==> config.mk <==
export PLATFORM = sky130hd
export DESIGN_NAME = timed_pwm_ramp_positioner_flat
export DESIGN_NICKNAME = d
export VERILOG_FILES = /design/src/rtl/core/tpr_pkg.sv /design/src/rtl/core/tpr_if.sv /design/src/rtl/core/tpr_cfg.sv /design/src/rtl/core/tpr_engine.sv /design/src/rtl/core/timed_pwm_ramp_positioner.sv /design/src/flat_wrapper.sv
export SDC_FILE = /design/constraint.sdc
export NUM_CORES = 1
export LEC_CHECK = 0
export BUFFER_PORTS_ARGS = -buffer_cell sky130_fd_sc_hd__buf_2
export CAP_MARGIN = 20
export CELL_PAD_IN_SITES_DETAIL_PLACEMENT = 2
export CELL_PAD_IN_SITES_GLOBAL_PLACEMENT = 2
export CORE_UTILIZATION = 37
export CTS_BUF_LIST = sky130_fd_sc_hd__clkbuf_4 sky130_fd_sc_hd__clkbuf_8
export CTS_CLUSTER_DIAMETER = 150
export DETAILED_ROUTE_END_ITERATION = 12
export MAX_ROUTING_LAYER = met4
export PLACE_DENSITY_LB_ADDON = 0.1
export SYNTH_ARGS = -nofsm -noshare
export SYNTH_HDL_FRONTEND = slang
export SYNTH_SLANG_ARGS = --single-unit
==> constraint.sdc <==
create_clock -name clk -period 7.15 [get_ports clk]
set_input_delay 1.43 -clock clk [delete_from_list [all_inputs] [get_ports clk]]
set_output_delay 1.43 -clock clk [all_outputs]
set_load 0.005 [all_outputs]
==> src/rtl/core/tpr_pkg.sv <==
// tpr_pkg: shared types, codes and reset values of the timed pwm ramp positioner
// used by the register block, the engine and the top level
// no dependencies

package tpr_pkg;

	localparam int RAMP_LEVELS_DEF = 20;
	localparam int ADDR_W = 5;
	localparam int DATA_W = 32;

	localparam logic [15:0] RST_TIME_STOWED = 16'd0;
	localparam logic [15:0] RST_TIME_DRIVE = 16'd1500;
	localparam logic [15:0] RST_TIME_MAX = 16'd3000;
	localparam logic [15:0] RST_MAX_TRAVEL = 16'd3000;
	localparam logic [7:0] RST_MAX_PWM = 8'd255;
	localparam logic [15:0] RST_DEADBAND = 16'd50;
	localparam logic [7:0] RST_STEP = 8'd10;

	typedef enum logic [2:0] {
		REG_TIME_STOWED = 3'd0,
		REG_TIME_DRIVE = 3'd1,
		REG_TIME_MAX = 3'd2,
		REG_MAX_TRAVEL = 3'd3,
		REG_MAX_PWM = 3'd4,
		REG_DEADBAND = 3'd5,
		REG_STEP = 3'd6
	} reg_idx_t;

	typedef enum logic {
		FUNC_TICK = 1'b0,
		FUNC_CMD = 1'b1
	} func_t;

	typedef enum logic [1:0] {
		CMD_STOWED = 2'd0,
		CMD_DRIVE = 2'd1,
		CMD_MAX = 2'd2,
		CMD_STOP = 2'd3
	} cmd_code_t;

	typedef enum logic [1:0] {
		ST_NONE = 2'd0,
		ST_ACCEPTED = 2'd1,
		ST_IGNORED = 2'd2
	} cmd_status_t;

	typedef struct packed {
		logic [15:0] time_stowed_ms;
		logic [15:0] time_drive_ms;
		logic [15:0] time_max_ms;
		logic [15:0] max_travel_ms;
		logic [7:0] max_pwm;
		logic [15:0] deadband_ms;
		logic [7:0] step_ms;
	} cfg_t;

	typedef struct packed {
		logic [7:0] pwm_duty;
		logic dir_up;
		logic dir_down;
		logic busy_res;
		logic [15:0] position_ms;
		logic [1:0] mount_mode;
		logic [1:0] cmd_status;
	} result_t;

endpackage

==> src/rtl/core/tpr_if.sv <==
// tpr_if: valid/ready channel interfaces for items in and results out
// depends on nothing but the field widths of the positioner

interface tpr_in_if;
	logic valid;
	logic ready;
	logic func;
	logic [1:0] command_code;

	modport source (output valid, output func, output command_code, input ready);
	modport sink (input valid, input func, input command_code, output ready);
endinterface

interface tpr_out_if;
	logic valid;
	logic ready;
	logic [7:0] pwm_duty;
	logic dir_up;
	logic dir_down;
	logic busy_res;
	logic [15:0] position_ms;
	logic [1:0] mount_mode;
	logic [1:0] cmd_status;

	modport source (output valid, output pwm_duty, output dir_up, output dir_down,
		output busy_res, output position_ms, output mount_mode, output cmd_status,
		input ready);
	modport sink (input valid, input pwm_duty, input dir_up, input dir_down,
		input busy_res, input position_ms, input mount_mode, input cmd_status,
		output ready);
endinterface

==> src/rtl/core/tpr_cfg.sv <==
// tpr_cfg: apb register file holding presets, limits and ramp settings
// depends on tpr_pkg

module tpr_cfg (
	input logic clk,
	input logic arst_n,
	input logic psel,
	input logic penable,
	input logic pwrite,
	input logic [tpr_pkg::ADDR_W-1:0] paddr,
	input logic [tpr_pkg::DATA_W-1:0] pwdata,
	output logic [tpr_pkg::DATA_W-1:0] prdata,
	output logic pready,
	output tpr_pkg::cfg_t cfg
);

	tpr_pkg::cfg_t cfg_q;
	tpr_pkg::reg_idx_t idx;
	logic wr_en;

	assign idx = tpr_pkg::reg_idx_t'(paddr[4:2]);
	assign wr_en = psel && penable && pwrite;
	assign pready = 1'b1;
	assign cfg = cfg_q;

	always_ff @(posedge clk or negedge arst_n) begin
		if (!arst_n) begin
			cfg_q.time_stowed_ms <= tpr_pkg::RST_TIME_STOWED;
			cfg_q.time_drive_ms <= tpr_pkg::RST_TIME_DRIVE;
			cfg_q.time_max_ms <= tpr_pkg::RST_TIME_MAX;
			cfg_q.max_travel_ms <= tpr_pkg::RST_MAX_TRAVEL;
			cfg_q.max_pwm <= tpr_pkg::RST_MAX_PWM;
			cfg_q.deadband_ms <= tpr_pkg::RST_DEADBAND;
			cfg_q.step_ms <= tpr_pkg::RST_STEP;
		end else if (wr_en) begin
			unique case (idx)
				tpr_pkg::REG_TIME_STOWED: cfg_q.time_stowed_ms <= pwdata[15:0];
				tpr_pkg::REG_TIME_DRIVE: cfg_q.time_drive_ms <= pwdata[15:0];
				tpr_pkg::REG_TIME_MAX: cfg_q.time_max_ms <= pwdata[15:0];
				tpr_pkg::REG_MAX_TRAVEL: cfg_q.max_travel_ms <= pwdata[15:0];
				tpr_pkg::REG_MAX_PWM: cfg_q.max_pwm <= pwdata[7:0];
				tpr_pkg::REG_DEADBAND: cfg_q.deadband_ms <= pwdata[15:0];
				tpr_pkg::REG_STEP: cfg_q.step_ms <= pwdata[7:0];
				default: ;
			endcase
		end
	end

	always_comb begin
		unique case (idx)
			tpr_pkg::REG_TIME_STOWED: prdata = {16'd0, cfg_q.time_stowed_ms};
			tpr_pkg::REG_TIME_DRIVE: prdata = {16'd0, cfg_q.time_drive_ms};
			tpr_pkg::REG_TIME_MAX: prdata = {16'd0, cfg_q.time_max_ms};
			tpr_pkg::REG_MAX_TRAVEL: prdata = {16'd0, cfg_q.max_travel_ms};
			tpr_pkg::REG_MAX_PWM: prdata = {24'd0, cfg_q.max_pwm};
			tpr_pkg::REG_DEADBAND: prdata = {16'd0, cfg_q.deadband_ms};
			tpr_pkg::REG_STEP: prdata = {24'd0, cfg_q.step_ms};
			default: prdata = '0;
		endcase
	end

endmodule

==> src/rtl/core/tpr_engine.sv <==
// tpr_engine: motion state and one-item update (ramp up, hold, ramp down, position)
// depends on tpr_pkg; duty uses a reciprocal-scaled index kept next to the ramp index

module tpr_engine #(
	parameter int RAMP_LEVELS = tpr_pkg::RAMP_LEVELS_DEF
) (
	input logic clk,
	input logic arst_n,
	input logic step_en,
	input logic func,
	input logic [1:0] command_code,
	input tpr_pkg::cfg_t cfg,
	output tpr_pkg::result_t res
);

	localparam int IDX_W = $clog2(RAMP_LEVELS + 1);
	localparam int NUM_W = 8 + IDX_W;
	localparam int SH_W = NUM_W + $clog2(RAMP_LEVELS);
	localparam int SC_W = SH_W + 1;
	localparam int RECIP_INT = ((1 << SH_W) + RAMP_LEVELS - 1) / RAMP_LEVELS;
	localparam logic [SC_W-1:0] RECIP = SC_W'(RECIP_INT);
	localparam logic [SC_W-1:0] SCALE_FULL = SC_W'(RAMP_LEVELS * RECIP_INT);
	localparam logic [IDX_W-1:0] IDX_FULL = IDX_W'(RAMP_LEVELS);
	localparam logic [IDX_W-1:0] IDX_LAST = IDX_W'(RAMP_LEVELS - 1);

	typedef enum logic [3:0] {
		PH_IDLE = 4'b0001,
		PH_UP = 4'b0010,
		PH_HOLD = 4'b0100,
		PH_DOWN = 4'b1000
	} phase_t;

	phase_t phase_q, phase_d;
	logic [15:0] pos_q, pos_d;
	logic [1:0] mode_q, mode_d;
	logic [IDX_W-1:0] idx_q, idx_d;
	logic [SC_W-1:0] scale_q, scale_d;
	logic [15:0] tick_q, tick_d;
	logic [15:0] hold_q, hold_d;
	logic [15:0] pend_q, pend_d;
	logic up_q, up_d;
	logic [7:0] duty_q, duty_d;
	tpr_pkg::cmd_status_t status_d;

	tpr_pkg::cmd_code_t code;
	logic [15:0] target, span, hold_new, pend_new, tick_inc;
	logic [7:0] step_eff;
	logic step_hit;
	logic [SC_W-1:0] scale_up, scale_dn, mult_op;
	logic [SC_W+7:0] product;
	logic [7:0] duty_calc;
	logic busy;

	assign code = tpr_pkg::cmd_code_t'(command_code);

	always_comb begin
		unique case (code)
			tpr_pkg::CMD_STOWED: target = cfg.time_stowed_ms;
			tpr_pkg::CMD_DRIVE: target = cfg.time_drive_ms;
			tpr_pkg::CMD_MAX: target = cfg.time_max_ms;
			tpr_pkg::CMD_STOP: target = '0;
			default: target = '0;
		endcase
	end

	assign span = (target >= pos_q) ? target - pos_q : pos_q - target;
	assign hold_new = (span < cfg.max_travel_ms) ? span : cfg.max_travel_ms;
	assign pend_new = (target < cfg.max_travel_ms) ? target : cfg.max_travel_ms;

	assign tick_inc = tick_q + 16'd1;
	assign step_eff = (cfg.step_ms == 8'd0) ? 8'd1 : cfg.step_ms;
	assign step_hit = tick_inc >= {8'd0, step_eff};

	// scale tracks idx * ceil(2^SH_W / RAMP_LEVELS); duty = (max_pwm * scale) >> SH_W
	assign scale_up = scale_q + RECIP;
	assign scale_dn = scale_q - RECIP;
	assign mult_op = (phase_q == PH_UP) ? scale_up : scale_dn;
	assign product = {8'd0, mult_op} * {{SC_W{1'b0}}, cfg.max_pwm};
	assign duty_calc = product[SH_W +: 8];

	always_comb begin
		phase_d = phase_q;
		pos_d = pos_q;
		mode_d = mode_q;
		idx_d = idx_q;
		scale_d = scale_q;
		tick_d = tick_q;
		hold_d = hold_q;
		pend_d = pend_q;
		up_d = up_q;
		duty_d = duty_q;
		status_d = tpr_pkg::ST_NONE;
		if (step_en) begin
			if (func == tpr_pkg::FUNC_CMD) begin
				if (code == tpr_pkg::CMD_STOP) begin
					phase_d = PH_IDLE;
					duty_d = '0;
					idx_d = '0;
					scale_d = '0;
					tick_d = '0;
					status_d = tpr_pkg::ST_ACCEPTED;
				end else if (phase_q != PH_IDLE) begin
					status_d = tpr_pkg::ST_IGNORED;
				end else begin
					mode_d = command_code;
					status_d = tpr_pkg::ST_ACCEPTED;
					if (span >= cfg.deadband_ms) begin
						up_d = target > pos_q;
						hold_d = hold_new;
						pend_d = pend_new;
						phase_d = PH_UP;
						idx_d = '0;
						scale_d = '0;
						tick_d = '0;
						duty_d = '0;
					end
				end
			end else begin
				unique case (phase_q)
					PH_IDLE: ;
					PH_UP: begin
						if (step_hit) begin
							tick_d = '0;
							if (idx_q == IDX_LAST) begin
								idx_d = IDX_FULL;
								scale_d = SCALE_FULL;
								phase_d = PH_HOLD;
								// zero hold goes straight to the ramp down
								if (hold_q == '0) begin
									phase_d = PH_DOWN;
									duty_d = cfg.max_pwm;
								end
							end else begin
								idx_d = idx_q + 1'b1;
								scale_d = scale_up;
								duty_d = duty_calc;
							end
						end else begin
							tick_d = tick_inc;
						end
					end
					PH_HOLD: begin
						if (tick_inc >= hold_q) begin
							phase_d = PH_DOWN;
							idx_d = IDX_FULL;
							scale_d = SCALE_FULL;
							tick_d = '0;
							duty_d = cfg.max_pwm;
						end else begin
							tick_d = tick_inc;
						end
					end
					PH_DOWN: begin
						if (step_hit) begin
							tick_d = '0;
							if (idx_q == '0) begin
								phase_d = PH_IDLE;
								duty_d = '0;
								scale_d = '0;
								pos_d = pend_q;
							end else begin
								idx_d = idx_q - 1'b1;
								scale_d = scale_dn;
								duty_d = duty_calc;
							end
						end else begin
							tick_d = tick_inc;
						end
					end
					default: ;
				endcase
			end
		end
	end

	always_ff @(posedge clk or negedge arst_n) begin
		if (!arst_n) begin
			phase_q <= PH_IDLE;
			pos_q <= '0;
			mode_q <= '0;
			idx_q <= '0;
			scale_q <= '0;
			tick_q <= '0;
			hold_q <= '0;
			pend_q <= '0;
			up_q <= 1'b0;
			duty_q <= '0;
		end else begin
			phase_q <= phase_d;
			pos_q <= pos_d;
			mode_q <= mode_d;
			idx_q <= idx_d;
			scale_q <= scale_d;
			tick_q <= tick_d;
			hold_q <= hold_d;
			pend_q <= pend_d;
			up_q <= up_d;
			duty_q <= duty_d;
		end
	end

	assign busy = phase_d != PH_IDLE;

	always_comb begin
		res.pwm_duty = duty_d;
		res.dir_up = busy && up_d;
		res.dir_down = busy && !up_d;
		res.busy_res = busy;
		res.position_ms = pos_d;
		res.mount_mode = mode_d;
		res.cmd_status = status_d;
	end

endmodule

==> src/rtl/core/timed_pwm_ramp_positioner.sv <==
// timed_pwm_ramp_positioner: top level with input stage, result register and apb port
// depends on tpr_pkg, tpr_if, tpr_cfg and tpr_engine
//
// usage: items arrive on the item channel (valid/ready). func 0 is a one
// millisecond tick, func 1 a command with command_code stowed, drive, max or
// stop. every accepted item gives exactly one result on the result channel,
// holding duty, direction lines, busy flag, position, mount mode and the
// command status as they stand after that item.
// pipeline: an item is registered in the input stage, is processed while it
// moves to the result register, and the result is then offered on the result
// channel. one item per cycle is sustained while the receiver takes results;
// the per-item work is a single pass through the engine with one 8-bit by
// reciprocal-scale multiply for duty.
// when the receiver stalls, the result register holds and the input stage
// takes one more item, after which item.ready drops until the result goes.
// reset (arst_n low) clears position, mode and motion to idle and loads the
// default presets; the user writes apb registers only while idle (not enforced).

module timed_pwm_ramp_positioner #(
	parameter int RAMP_LEVELS = tpr_pkg::RAMP_LEVELS_DEF
) (
	input logic clk,
	input logic arst_n,
	input logic psel,
	input logic penable,
	input logic pwrite,
	input logic [tpr_pkg::ADDR_W-1:0] paddr,
	input logic [tpr_pkg::DATA_W-1:0] pwdata,
	output logic [tpr_pkg::DATA_W-1:0] prdata,
	output logic pready,
	tpr_in_if.sink item,
	tpr_out_if.source result
);

	tpr_pkg::cfg_t cfg;
	tpr_pkg::result_t res_d;
	tpr_pkg::result_t res_s2;
	logic valid_s1, valid_s2;
	logic func_s1;
	logic [1:0] code_s1;
	logic advance, take;

	assign advance = valid_s1 && (!valid_s2 || result.ready);
	assign item.ready = !valid_s1 || advance;
	assign take = item.valid && item.ready;

	tpr_cfg u_cfg (
		.clk(clk),
		.arst_n(arst_n),
		.psel(psel),
		.penable(penable),
		.pwrite(pwrite),
		.paddr(paddr),
		.pwdata(pwdata),
		.prdata(prdata),
		.pready(pready),
		.cfg(cfg)
	);

	tpr_engine #(
		.RAMP_LEVELS(RAMP_LEVELS)
	) u_engine (
		.clk(clk),
		.arst_n(arst_n),
		.step_en(advance),
		.func(func_s1),
		.command_code(code_s1),
		.cfg(cfg),
		.res(res_d)
	);

	always_ff @(posedge clk or negedge arst_n) begin
		if (!arst_n) begin
			valid_s1 <= 1'b0;
			valid_s2 <= 1'b0;
		end else begin
			if (take) begin
				valid_s1 <= 1'b1;
			end else if (advance) begin
				valid_s1 <= 1'b0;
			end
			if (advance) begin
				valid_s2 <= 1'b1;
			end else if (result.ready) begin
				valid_s2 <= 1'b0;
			end
		end
	end

	always_ff @(posedge clk) begin
		if (take) begin
			func_s1 <= item.func;
			code_s1 <= item.command_code;
		end
		if (advance) begin
			res_s2 <= res_d;
		end
	end

	assign result.valid = valid_s2;
	assign result.pwm_duty = res_s2.pwm_duty;
	assign result.dir_up = res_s2.dir_up;
	assign result.dir_down = res_s2.dir_down;
	assign result.busy_res = res_s2.busy_res;
	assign result.position_ms = res_s2.position_ms;
	assign result.mount_mode = res_s2.mount_mode;
	assign result.cmd_status = res_s2.cmd_status;

endmodule
==> src/flat_wrapper.sv <==
// flat-port wrapper written by rule: the top's interface ports become plain ports
module timed_pwm_ramp_positioner_flat 
#(
	parameter int RAMP_LEVELS = tpr_pkg::RAMP_LEVELS_DEF
)
  (clk, arst_n, psel, penable, pwrite, paddr, pwdata, prdata, pready, item_valid, item_func, item_command_code, item_ready, result_valid, result_pwm_duty, result_dir_up, result_dir_down, result_busy_res, result_position_ms, result_mount_mode, result_cmd_status, result_ready);
  tpr_in_if item_i ();
  tpr_out_if result_i ();
  input logic clk;
  input logic arst_n;
  input logic psel;
  input logic penable;
  input logic pwrite;
  input logic [tpr_pkg::ADDR_W-1:0] paddr;
  input logic [tpr_pkg::DATA_W-1:0] pwdata;
  output logic [tpr_pkg::DATA_W-1:0] prdata;
  output logic pready;
  input wire logic [$bits(item_i.valid)-1:0] item_valid;
  input wire logic [$bits(item_i.func)-1:0] item_func;
  input wire logic [$bits(item_i.command_code)-1:0] item_command_code;
  output wire logic [$bits(item_i.ready)-1:0] item_ready;
  output wire logic [$bits(result_i.valid)-1:0] result_valid;
  output wire logic [$bits(result_i.pwm_duty)-1:0] result_pwm_duty;
  output wire logic [$bits(result_i.dir_up)-1:0] result_dir_up;
  output wire logic [$bits(result_i.dir_down)-1:0] result_dir_down;
  output wire logic [$bits(result_i.busy_res)-1:0] result_busy_res;
  output wire logic [$bits(result_i.position_ms)-1:0] result_position_ms;
  output wire logic [$bits(result_i.mount_mode)-1:0] result_mount_mode;
  output wire logic [$bits(result_i.cmd_status)-1:0] result_cmd_status;
  input wire logic [$bits(result_i.ready)-1:0] result_ready;
  assign item_i.valid = item_valid;
  assign item_i.func = item_func;
  assign item_i.command_code = item_command_code;
  assign item_ready = item_i.ready;
  assign result_valid = result_i.valid;
  assign result_pwm_duty = result_i.pwm_duty;
  assign result_dir_up = result_i.dir_up;
  assign result_dir_down = result_i.dir_down;
  assign result_busy_res = result_i.busy_res;
  assign result_position_ms = result_i.position_ms;
  assign result_mount_mode = result_i.mount_mode;
  assign result_cmd_status = result_i.cmd_status;
  assign result_i.ready = result_ready;
  timed_pwm_ramp_positioner #(.RAMP_LEVELS(RAMP_LEVELS)) u_core (.clk(clk), .arst_n(arst_n), .psel(psel), .penable(penable), .pwrite(pwrite), .paddr(paddr), .pwdata(pwdata), .prdata(prdata), .pready(pready), .item(item_i), .result(result_i));
endmodule
==> results of run 1 <==
[kinds of logic (layout without fill, tap and decap cells)]
family	count (synthesis)	count (layout)	synth area share (%)
AOI/OAI and AO/OA	435	435	14.7
xor gates and xnor gates	58	58	2.74
adders and majority gates	243	243	19.7
buffers and inverters	339	528	7.17
DFF	233	233	31.6
muxes	155	155	9.46
other	2	26	0.0393
and+or+nand+nor	559	559	14.6
[metal layers]
layer / routed length (um) / track usage, % / up-vias
met5: 0 / - / -
met4: 1740 / 7.58 / 0
met3: 2490 / 3.62 / 107
met2: 32800 / 43.4 / 300
met1: 31100 / 34.5 / 8391
li1: - / - / 7270
[worst min path at each step]
stage / startpoint / endpoint / slack, ns / depth (start not counted)
6_report: u_core.valid_s1 / u_core.result.valid / 0.51 / 1
5_1_grt: u_core.u_engine.duty_q[6] / u_core.u_engine.duty_q[6] / 0.53 / 1
2_1_floorplan: u_core.u_engine.duty_q[6] / u_core.u_engine.duty_q[6] / 0.45 / 1
4_1_cts: u_core.u_engine.duty_q[6] / u_core.u_engine.duty_q[6] / 0.50 / 1
3_5_place_dp: u_core.u_engine.duty_q[6] / u_core.u_engine.duty_q[6] / 0.49 / 1
3_3_place_gp: u_core.u_engine.pend_q[0] / u_core.u_engine.pend_q[0] / 0.47 / 2
[cells in the mapped netlist (all sizes together), types with 11 or more instances]
| cell type | number | area, um^2 |
|---|---|---|
| nor2 | 84 | 325 |
| xnor2 | 33 | 297 |
| mux4 | 12 | 270 |
| a21oi | 78 | 394 |
| a21o | 40 | 300 |
| o311ai | 14 | 123 |
| a211oi | 11 | 82.6 |
| nand3 | 41 | 205 |
| or3 | 11 | 75.1 |
| dfrtp | 164 | 4100 |
| inv | 221 | 830 |
| nand4 | 16 | 100 |
| clkbuf | 76 | 285 |
| mux2 | 85 | 957 |
| fa | 96 | 1920 |
| mux2i | 58 | 581 |
| nand2 | 203 | 769 |
| nand2b | 11 | 68.8 |
| nor4 | 12 | 75.1 |
| nor2b | 24 | 150 |
| o31ai | 20 | 164 |
| nor3 | 21 | 110 |
| xor2 | 25 | 226 |
| ha | 147 | 1840 |
| and2 | 110 | 694 |
| o22ai | 18 | 113 |
| dfstp | 35 | 920 |
| edfxtp | 34 | 1020 |
| o21ai | 159 | 796 |
| buf | 42 | 255 |
[placed cells by master, fill, tap and decap left out, types with 12 or more instances in the layout]
cell type    n
nand2_1    200
xor2_1      24
mux4_2      12
edfxtp_1    34
mux2_2      73
a21o_1      38
xnor2_1     26
o31ai_1     19
o21ai_1     36
conb_1      24
dfstp_2     35
mux2i_1     55
buf_2       76
a21oi_1     73
and2_1      95
fa_1        91
nor2b_1     23
o21ai_0    115
o311ai_0    12
inv_1      213
o22ai_1     16
dfrtp_1    161
nand4_1     16
buf_4      131
nand3_1     41
ha_1       139
mux2_1      12
nor2_1      80
clkbuf_4    28
nor3_1      16
clkbuf_8    56
nor4_1      12
[metrics by stage]
| stage | cells | setup TNS, ns | util, % |
|---|---|---|---|
| after CTS | 2880 | 0 | 43.3 |
| after global placement | 2784 | -0.0549 | 41.1 |
| final | 2909 | 0 | 44.4 |
| after floorplan | 2046 | 0 | - |
| after detailed placement | 2784 | -2.86 | 41.1 |
| after global routing | 2908 | -0.395 | 44.4 |
[power by group]
| part | internal (W) | switching, W |
|---|---|---|
| sequential | 0.00164 | 0.000289 |
| clock | 0.000858 | 0.000663 |
| combinational | 0.00353 | 0.00442 |
[layout make-up]
cell class	count	area (um^2)
inverter	221	830
tap	672	841
multi-input combinational	1474	12200
fill	5432	28100
antenna	2	5.00
clock inverter	6	46.3
sequential	233	6050
clock buffer	84	981
timing repair buffer	217	1520
[worst max-delay path, stage by stage (launching register included)]
cell     delay, ns
dfrtp_2       0.45
ha_4          0.18
o311a_1       0.37
o311a_1       0.41
buf_4         0.15
o311a_1       0.33
nand2_1       0.10
o21ai_2       0.06
xor2_1        0.14
buf_4         0.18
and2_4        0.16
fa_1          0.53
fa_1          0.44
fa_1          0.51
inv_1         0.07
fa_1          0.50
inv_1         0.08
ha_4          0.26
and3_1        0.16
a311o_1       0.36
a31oi_1       0.17
buf_4         0.17
o21ai_4       0.08
and2_4        0.17
o41ai_4       0.30
xnor2_1       0.13
o21ai_1       0.18
nand3_1       0.11
[state kept, by name (all words and copies together) (netlist names), 2 cells and up]
register / flops
u_core.u_engine.hold_q: 16
u_core.u_engine.scale_q: 17
u_core.u_engine.idx_q: 5
u_core.u_engine.duty_q: 8
u_core.u_cfg.cfg: 96
u_core.u_engine.tick_q: 16
u_core.u_engine.mode_q: 2
u_core.result.pwm_duty: 8
u_core.u_engine.pend_q: 16
u_core.result.mount_mode: 2
u_core.u_engine.phase_q: 4
u_core.result.cmd_status: 2
u_core.u_engine.pos_q: 16
u_core.result.position_ms: 16
u_core.code_s1: 2
[repair_timing]
action	4_1_cts	5_1_grt
pin swaps	4	47
buffers inserted	6	25
endpoints found under the setup margin	12	40
resized for setup	16	71
==> results.md, run 1 <==
- Synth warn: 0
- Antenna Violating Nets Remaining: 0
- Die X: 229 um
- Gr ovfl total: 0
- I/O pins: 113
- Max-slew violation count: 0
- FF-to-FF End: u_core.result.pwm_duty[7]
- Setup Skew: 0.0491 ns
- Critical path origin: u_core.u_engine.scale_q[3]
- Share of post-route cells with drive strength above 1: 23.6%
- Worst setup EP type: flip-flop
- Syn avg cell area: 9.44 um^2
- Post-detail-place hpwl: 50,400 um
- Via count: 16,100
- Final instance area: 0.0224 mm^2
- Vias in the first global route: 18,300
- DR iter-0 viols: 733
- Critical Path End: u_core.result.pwm_duty[7]
- EDFF count, synth: 34
- Final worst slack: 0.108 ns
- WP data arrival: 7.41 ns
- Synth cell types: 89
- Core Rows: 82
- Full die area: 0.0526 mm^2
- Final-stage net count: 2,485
- Root buffer cell: clkbuf_8
- Final Total Pwr: 0.0114 W
- Area of the mapped netlist: 0.0191 mm^2
- Crit Path Class: reg2reg
- Max clock buf depth: 3
- Clock buffer count from CTS: 48
- Syn Inst Count: 2,024
- Largest net degree at the start of global routing: 162
- Number of max-cap violations: 0
- CTS Sinks: 233
- Port Buf Inserts: 77
- First-pass GRT wire length: 106,000 um
- Leak: 10.6 nW
- Die H: 229 um
- Final wirelength: 68,100 um
- Clock Latency Late Sink: 0.65 ns
- Initial antenna violation count: 2
- Worst-margin pin slew: 1.15 ns
- Critical Path Fanout Max: 4
- Placed cell area: 0.0208 mm^2
- Primary FF master, synth: dfrtp_1
- Reg2reg path depth: 27
- Worst hold slack: 0.508 ns
- Total track usage: 26.6%
- Post-route DRC: 0
- Min-Delay Path Class: reg2reg
- RePlAce Congestion: 0.855
- Rel. slew slack: 23.2%
- Post-synth ARST share: 85.4%
- Fmax: 142 MHz
- Peak supply drop: 0.404 mV
- Status: finished, final reports clean
- H-tree depth: 2
- Area growth from synthesis to layout: 17.4%
- Worst R2R Setup Slack: 0.11 ns
- R2r startpoint: u_core.u_engine.scale_q[3]
- Startpoint types: flip-flop
- Setup-failing EPs final: 0
- Clock slew at reported path FFs: 0.06 ns
- Cell area power density: 508 mW/mm^2
- Fin. Hold Viols: 0
- Hold-fix buffers, CTS: 0
- Final period util: 98.5%
- Drt via density: 5.52
- Area of the core: 0.0506 mm^2
- Critical path required time: 7.52 ns
- Routed WL per cell: 23.4 um
- Initial Util: 37.8%
- Post-Place Setup Slack: -0.479 ns
- Seq cells post-synth: 233
- CTS tree: done
- Sequential-to-total area share from yosys stat: 31.6%
- Pre-antenna DRT Iters: 5
- Post-route minimum period: 7.04 ns
Note: power is estimated with default switching activity, not from simulation.
==> run 2: changes to the inputs <==
--- a/config.mk
+++ b/config.mk
@@ -14,7 +14,7 @@
 export CTS_CLUSTER_DIAMETER = 150
 export DETAILED_ROUTE_END_ITERATION = 12
 export MAX_ROUTING_LAYER = met4
-export PLACE_DENSITY_LB_ADDON = 0.1
+export PLACE_DENSITY = 0.8
 export SYNTH_ARGS = -nofsm -noshare
 export SYNTH_HDL_FRONTEND = slang
 export SYNTH_SLANG_ARGS = --single-unit
==> results.md, run 2 (synthesis gave the netlist of run 1 again) <==
- Status: finished with violations
- Failing checks: negative setup slack
- Area growth from synthesis to layout: 16.3%
- R2r startpoint: u_core.code_s1[0]
- Setup-failing EPs final: 2
- Sequential cell area: 0.00605 mm^2
- RePlAce Congestion: 0.862
- Max FFs per register: 96
- Finished Layout Cells: 2,879
- WP data arrival: 7.74 ns
- Final wirelength: 78,900 um
- Drt via density: 5.88
- Clock slew at reported path FFs: 0.07 ns
- First-pass GRT wire length: 112,000 um
- Core Rows: 82
- Critical Path Fanout Max: 11
- Final-stage net count: 2,462
- Source of the worst hold timing path: u_core.u_engine.pend_q[15]
- Post-detail-place hpwl: 51,300 um
- Final period util: 102%
- Number of max-cap violations: 0
- Critical path required time: 7.63 ns
- Critical path origin: u_core.code_s1[0]
- Rel. slew slack: 21.4%
- Port Buf Inserts: 77
- Vias in the first global route: 18,800
- Via count: 16,900
- Pre-antenna DRT Iters: 5
- Setup Skew: 0.0380 ns
- DR iter-0 viols: 1,195
- Most frequent cells in the layout: inv_1 (215), nand2_1 (198), dfrtp_1 (161), ha_1 (137), buf_4 (114)
- Cell area power density: 517 mW/mm^2
- CTS tree: done
- Total track usage: 28.1%
- Largest net degree at the start of global routing: 69
- H-tree depth: 2
- Placed cell count: 2,767
- Routed WL per cell: 27.4 um
- Initial antenna violation count: 1
- Reg2reg path depth: 27
- I/O pins: 113
- FF-to-FF End: u_core.u_engine.scale_q[3]
- Min-Delay Path Class: reg2reg
- WHS Path Cells: 2
- Fmax: 138 MHz
- Worst setup EP type: flip-flop
- Leak: 10.4 nW
- Crit Path Class: reg2reg
- Final Total Pwr: 0.0115 W
- Hold-fix buffers, CTS: 0
- Clock Latency Late Sink: 0.61 ns
- Most common cell after layout, fill and taps aside: inv_1
- Post-route DRC: 0
- Antenna Violating Nets Remaining: 0
- Initial Util: 37.8%
- Worst-margin pin slew: 1.17 ns
- Area of the core: 0.0506 mm^2
- Share of post-route cells with drive strength above 1: 22.8%
- Startpoint types: flip-flop
- Full die area: 0.0526 mm^2
- Post-route minimum period: 7.26 ns
- Hold Path End: u_core.u_engine.pend_q[15]
- Max clock buf depth: 3
- Max-slew violation count: 0
- Die H: 229 um
- Layout fillers: 5,327
- Worst R2R Setup Slack: -0.11 ns
- Multi-input gate area: 0.0122 mm^2
- RSZ-0062 raised after global routing: true
- Peak supply drop: 0.409 mV
- Gr ovfl total: 0
- CTS Sinks: 233
- Clock buffer count from CTS: 43
- Total Neg Setup Slack: -0.136 ns
- Root buffer cell: clkbuf_8
- Fin. Hold Viols: 0
- Final worst slack: -0.115 ns
- Die X: 229 um
-- run 2: cell types whose count changed in the layout (fill, tap and decap cells not counted), moves of 5 or more --
cell and change:
buf_4 -17, o21ai_0 -12, o21ai_1 +6, clkbuf_4 -10, o21ai_2 +5
-- run 2: worst max-delay path, stage by stage, from the launching register on --
cell,delay (ns)
edfxtp_1,0.42
buf_4,0.19
buf_12,0.16
mux2i_1,0.14
o21ai_2,0.28
ha_1,0.36
nor2b_1,0.17
o21ai_0,0.38
a21boi_0,0.29
o41ai_1,0.57
o21ai_0,0.23
a21o_1,0.26
a211o_1,0.30
o31ai_1,0.08
xnor2_1,0.21
ha_1,0.36
nand4_1,0.12
nor2_1,0.30
nand3_1,0.15
o21ai_1,0.37
o221ai_1,0.31
nand2_1,0.12
a21oi_1,0.07
buf_4,0.18
a21o_2,0.34
buf_4,0.24
or3_1,0.39
o21ai_0,0.13
-- run 2: worst max path at each step --
stage	endpoint	slack, ns	depth (start not counted)
after detailed placement	u_core.result.pwm_duty[7]	-0.32	29
final	u_core.u_engine.scale_q[3]	-0.11	27
after global placement	u_core.result.pwm_duty[7]	-0.07	29
after CTS	u_core.result.pwm_duty[6]	-0.01	28
after global routing	u_core.u_engine.scale_q[3]	-0.35	27
after floorplan	u_core.result.pwm_duty[7]	0.09	26
-- run 2: cell type report --
class | instances | area share [%]
Timing Repair Buffer | 199 | 6.20
Sequential cell | 233 | 27.2
Antenna cell | 1 | 0.0113
Multi-Input combinational cell | 1474 | 54.9
Clock inverter | 8 | 0.220
Tap cell | 672 | 3.78
Clock buffer | 71 | 3.89
Inverter | 221 | 3.73
-- run 2: per-stage QoR --
| step | util, % | hold WS (ns) | cell area [um^2] | setup slack, ns |
|---|---|---|---|---|
| finish | 43.9 | 0.490 | 22200 | -0.115 |
| global route | 43.9 | 0.519 | 22200 | -0.351 |
| CTS | 42.9 | 0.490 | 21700 | -0.0116 |
| detailed placement | 40.8 | 0.474 | 20600 | -0.322 |
| global placement | 40.8 | 0.465 | 20600 | -0.0694 |
| floorplan | - | 0.451 | 19200 | 0.0863 |
-- run 2: power breakdown --
part           total, W  leakage [nW]  switching [W]  internal [W]
registers       0.00196          2.83       0.000323       0.00164
clock network   0.00144         0.494       0.000670      0.000766
logic           0.00808          7.13        0.00466       0.00342
-- run 2: layer usage --
layer	vias to the layer above	wire, um	track usage (%)
li1	7219	-	-
met1	8904	32500	35.1
met2	605	39800	47.5
met3	199	3730	2.93
met4	0	2870	9.15
met5	-	0	-
-- run 2: what timing repair did --
action,CTS,global route
pin swaps,8,36
resized for setup,28,76
buffers inserted,8,23
setup endpoints to repair,15,59
